### config.mk
export PLATFORM = sky130hd
export DESIGN_NAME = pct_ram
export DESIGN_NICKNAME = d
export VERILOG_FILES = /design/src/pct_ram.sv
export SDC_FILE = /design/constraint.sdc
export NUM_CORES = 2
export LEC_CHECK = 0
export BUFFER_PORTS_ARGS = -buffer_cell sky130_fd_sc_hd__buf_4
export CAP_MARGIN = 20
export CORE_MARGIN = 4
export CORE_UTILIZATION = 38
export CTS_BUF_LIST = sky130_fd_sc_hd__clkbuf_4
export DETAILED_ROUTE_END_ITERATION = 12
export PLACE_DENSITY_LB_ADDON = 0.12
export SKIP_LAST_GASP = 1
export SLEW_MARGIN = 20
export SYNTH_ARGS = -nofsm -noshare
export SYNTH_HDL_FRONTEND = slang
export SYNTH_SLANG_ARGS = --single-unit
### constraint.sdc
create_clock -name clock -period 2.3 [get_ports clock]
set_input_delay 0.115 -clock clock [delete_from_list [all_inputs] [get_ports clock]]
set_output_delay 0.115 -clock clock [all_outputs]
set_load 0.01 [all_outputs]
### src/pct_ram.sv
// Generic single-write, single-read RAM with registered read data.
module pct_ram #(
   parameter int WIDTH = 8,
   parameter int DEPTH = 256
) (
   input  logic                     clock,
   input  logic                     wr_en,
   input  logic [$clog2(DEPTH)-1:0] wr_addr,
   input  logic [WIDTH-1:0]         wr_data,
   input  logic [$clog2(DEPTH)-1:0] rd_addr,
   output logic [WIDTH-1:0]         rd_data
);

   logic [WIDTH-1:0] mem [DEPTH];
   logic [WIDTH-1:0] rd_data_ff;

   // write port and registered read port
   always_ff @(posedge clock) begin
      if (wr_en) begin
         mem[wr_addr] <= wr_data;
      end
      rd_data_ff <= mem[rd_addr];
   end

   assign rd_data = rd_data_ff;

endmodule

======== Word-level counts from Yosys, hierarchy flattened ========
Memory sizes are Yosys's and may differ from the RTL's. A register that Yosys moved wholly into a read port is not among the register bits.
Index checks and enable logic that the tools add are counted.
word-level totals
  bits in registers ....................... 0
  bits in latches ......................... 0
  RAM bits ................................ 2048
  bits in read-only memories .............. 0
  input port bits ......................... 26
  output and inout port bits .............. 8
  logic and storage cells ................. 3
  memories kept ........................... 1
memory list
  name  depth  bits a word  read ports  clocked after memory_dff  wr ports  line  source
  mem   256    8            1           1                         1         14    logic [WIDTH-1:0] mem [DEPTH];
operators by class
  add/sub/neg operators ................... 0
  multiply operators ...................... 0
  divide/modulo/power cells ............... 0
  $lt $le $gt $ge ......................... 0
  equal/unequal tests ..................... 0
  shift operators ......................... 0
  multiplexer cells ....................... 2
  bitwise gates (word level) .............. 0
  reductions and logical operators ........ 0
operators with widths
  cell    count
  $mux 1  2

======== Logic depth before layout (Yosys ltp) ========
  word-level depth ........................ 2
  gate-level depth with buffers ........... 11
  mapped depth without buffers ............ 6

======== Least setup slack after synthesis ========
No wires, ideal clock.
  path kind ............................... input to register
  from .................................... input port rd_addr[0]
  to ...................................... register rd_data_ff[2], in the netlist rd_data[2] (read register of mem)
  library setup time ...................... 0.131 ns
  arrival time ............................ 1.922 ns
  required time ........................... 2.169 ns
  path slack .............................. 0.247 ns
  cell stages on the path ................. 9
  path through ............................ buf_6 > buf_12 > buf_8 > buf_2 > mux4_2 > a22oi_1 > a21oi_1 > nor4_1 > nor4_2
RTL lines
  element      line  source
  from (decl)  10    input logic [$clog2(DEPTH)-1:0] rd_addr,
  to (decl)    15    logic [WIDTH-1:0] rd_data_ff;

======== Worst setup path after layout ========
  from .................................... input port wr_addr[1]
  to ...................................... memory mem[221][1], enable pin
RTL lines
  element      line  source
  from (decl)  8     input logic [$clog2(DEPTH)-1:0] wr_addr,
  to (decl)    14
No word-level cell before the write port.

==> flow_summary.json <==
{
  "outcome": "finished, violations left",
  "violations": "negative setup slack",
  "yosys.area.top_type": "edfxtp_1",
  "arrival_ns": 3.36,
  "syn-cell-area_mm2": 0.0796,
  "post-route-period-util_pct": 103,
  "worstSetupPathType": "primary input to flop",
  "path_cells": "dlygate4sd3_1 -> buf_4 -> dlygate4sd3_1 -> nor2b_1 -> buf_4 -> nand4_1 -> dlygate4sd3_1 -> nor2_1 -> dlygate4sd3_1 -> buf_4",
  "r2r_cells": 6,
  "slew_viol_final": 0,
  "synth_cell_type_count": 55,
  "cts.sinks": 2056,
  "worstSkewPairLatency_ns": 1.31,
  "globalplace.congestion": 0.799,
  "worst_hold_slack_ns": 0.196,
  "dieArea_mm2": 0.217,
  "ys_seq_area_share_pct": 77.5,
  "drc": 0,
  "clock_skew_ns": 0.0736,
  "via_per_inst": 5.30,
  "synth-edff-count": 2048,
  "crit_path_end_kind": "flop",
  "async_flop_share_pct": 0,
  "die_h_um": 466,
  "final_antenna_net_count": 0,
  "fp-row-count": 167,
  "drv_cap": 0,
  "postSynthAreaPerCell_um2": 21.3,
  "vias": 42834,
  "track_usage_pct": 21.0,
  "p_sw_share_pct": 22.7,
  "boundaryPins": 34,
  "vdd.ir_drop.worst_v": 0.000516,
  "dpl_cell_area_mm2": 0.0888,
  "setup_ws_ns": -0.0652,
  "grt_first_pass_wirelength_um": 326000,
  "combPwrFrac_pct": 6.2,
  "switchingPower_w": 0.0176,
  "worstHoldPathCells": 8,
  "cts_setup_buffers": 0,
  "grt_pass1_vias": 45225,
  "antenna_found_initial": 8,
  "yosysWarnings": 0,
  "layout-drive-gt1-share_pct": 41.4,
  "drt_wl_total_um": 227000,
  "nets": 4945,
  "finalSetupTns_ns": -0.450,
  "cts_buffer_depth": 4,
  "cpPeakStageDelay_ns": 0.62,
  "netlist_instances": 3733,
  "p_leak_nw": 32.1,
  "final_area_mm2": 0.0966,
  "setup_viol": 8,
  "synthTopCellsByArea": "edfxtp_1, mux4_2, mux2i_1",
  "synthFlopType": "edfxtp_1",
  "drt_iter0_markers": 3708,
  "slowest_stage": "dlygate4sd3_1",
  "rsz0062_at_grt": "yes",
  "power_density_mw_per_mm2": 805,
  "worstSetupStartpointType": "primary input",
  "relSlewSlack_pct": 35.5,
  "io_buffers": 33,
  "worst_pin_slew_ns": 0.968,
  "synth_seq_cells": 2056,
  "path_clk_slew_ns": 0.06,
  "p_int_w": 0.0601,
  "area_growth_pct": 21.5,
  "start_util_pct": 38.3,
  "crit_fanout": 8,
  "dpl.hpwl_um": 145000,
  "r2r_end": "rd_data[6]",
  "sequentialPowerShare_pct": 53.2,
  "root_buffer": "clkbuf_4",
  "core_mm2": 0.208,
  "critPathRequiredTime_ns": 3.29,
  "final_hold_viol_count": 0,
  "grt_max_degree": 74,
  "holdCritPathClass": "primary input to flop",
  "cts_tree": "done",
  "stdcell_count": 8080,
  "cts_made_buffers": 563,
  "r2r_setup_slack_ns": 0.03,
  "wl_per_cell_um": 28.1,
  "finalPower_w": 0.0778,
  "dp_cells": 7080,
  "synth_top_area_share_pct": 77.3,
  "first_pass_iters": 7,
  "crit_top_cell": "dlygate4sd3_1",
  "h-tree-depth": 6,
  "hold_end": "rd_data[5]",
  "globalRouteOverflowTotal": 0,
  "r2r_start": "mem[232][6]",
  "min_period_ns": 2.37,
  "dieWidth_um": 466,
  "synth.net_count": 3759,
  "power_frac_clock_pct": 40.6,
  "nFillCells": 18100,
  "max_clock_freq_ghz": 0.423,
  "min-delay-start": "rd_addr[1]"
}
-- routing by layer --
metal / track usage (%) / wire [um] / vias to the layer above / part of all wire (%)
met5: 0 / 0 / - / 0
met4: 6.70 / 5320 / 0 / 2.3
met3: 4.09 / 12400 / 349 / 5.5
met2: 33.7 / 111000 / 1391 / 49
met1: 29.0 / 98800 / 22676 / 44
li1: - / - / 18418 / -
-- synth_stat cells, types with 10 or more instances --
cell type	number
a211oi_1	16
a21oi_1	96
a221oi_1	13
a22oi_1	133
buf_1	22
buf_2	31
buf_4	27
buf_6	21
buf_8	13
clkbuf_1	111
edfxtp_1	2048
mux2i_1	134
mux4_2	454
nand2_1	33
nand3_1	34
nand4_1	10
nor2_1	282
nor2b_1	31
nor3_1	22
nor4_1	24
o211ai_1	10
o21ai_0	10
o221ai_1	46
o22ai_1	28
-- critical path, delay by kind of cell --
family,cells,cell delay (ns)
buffers and inverters,7,2.86
AND/OR/NAND/NOR,3,0.38
-- cell families (layout without fill, tap and decap cells) --
| logic type | Yosys count | in the layout | share of synthesized area (%) |
|---|---|---|---|
| other | 0 | 10 | 0 |
| flip-flops | 2056 | 2056 | 77.5 |
| AND/OR/NAND/NOR | 466 | 466 | 2.63 |
| AO/OA/AOI/OAI | 385 | 385 | 3.42 |
| multiplexers | 591 | 591 | 14.6 |
| buffers and inverters | 235 | 1784 | 1.83 |
-- power by group through the flow --
stage	sequential (W)	combinational [W]	clock, W
global route	0.0414	0.00507	0.0350
CTS	0.0414	0.00484	0.0328
global placement	0.0422	0.00462	0
finish	0.0414	0.00479	0.0316
floorplan	0.0421	0.00201	0
detailed placement	0.0422	0.00465	0
-- how the worst max path moves through the flow --
stage | from | to | slack, ns | depth (start not counted)
floorplan | rd_addr[0] | rd_data[2] | 0.25 | 9
CTS | mem[130][4] | rd_data[4] | -0.15 | 8
global placement | rd_addr[0] | rd_data[7] | -1.43 | 9
detailed placement | rd_addr[0] | rd_data[4] | -0.99 | 11
global route | mem[140][4] | rd_data[4] | -0.03 | 7
finish | wr_addr[1] | mem[221][1] | -0.07 | 10
-- through the flow --
stage               utilization, %  setup WS (ns)
floorplan                        -          0.247
global placement              42.8          -1.43
detailed placement            42.8         -0.994
CTS                           46.5         -0.146
global route                  46.5        -0.0278
finish                        46.5        -0.0652
-- what timing repair did --
item / 4_1_cts / 5_1_grt
setup endpoints to repair: 14 / 8
gates resized for setup: 32 / 26
endpoints found under the hold margin: 4104 / 6
pin swaps: 9 / 14
hold buffers: 65 / 1
-- final cells by class --
cell class,instances,area (um2),area share [%]
diodes,10,25.0,0.0259
repair buffers,854,7860,8.13
clock buffers,825,6190,6.41
multi-input cells,1442,16900,17.4
well taps,2788,3490,3.61
clock inverters,103,548,0.567
inverters,2,7.51,0.00777
flip-flops and latches,2056,61700,63.8
-- sequential cells by signal, indices dropped and copies added, names as in the netlist --
| signal | cells |
|---|---|
| rd_data | 8 |
| mem | 2048 |
-- placed cells by master (no fill, tap or decap), types with 11 or more instances in the layout --
master / netlist / routed
a211oi_1: 16 / 15
a21oi_1: 96 / 96
clkbuf_4: 0 / 825
o22ai_1: 28 / 27
buf_12: 8 / 87
clkinv_1: 1 / 70
clkinv_2: 0 / 18
buf_4: 27 / 692
nand2_1: 33 / 33
o221ai_1: 46 / 46
mux4_2: 454 / 454
nor2b_1: 31 / 24
nor2_1: 282 / 275
mux2i_1: 134 / 134
nor3_1: 22 / 13
dlygate4sd3_1: 0 / 58
a22oi_1: 133 / 132
nor4_2: 3 / 11
edfxtp_1: 2048 / 2048
nand3_1: 34 / 25
No activity file was read; power rests on OpenSTA's default activity.
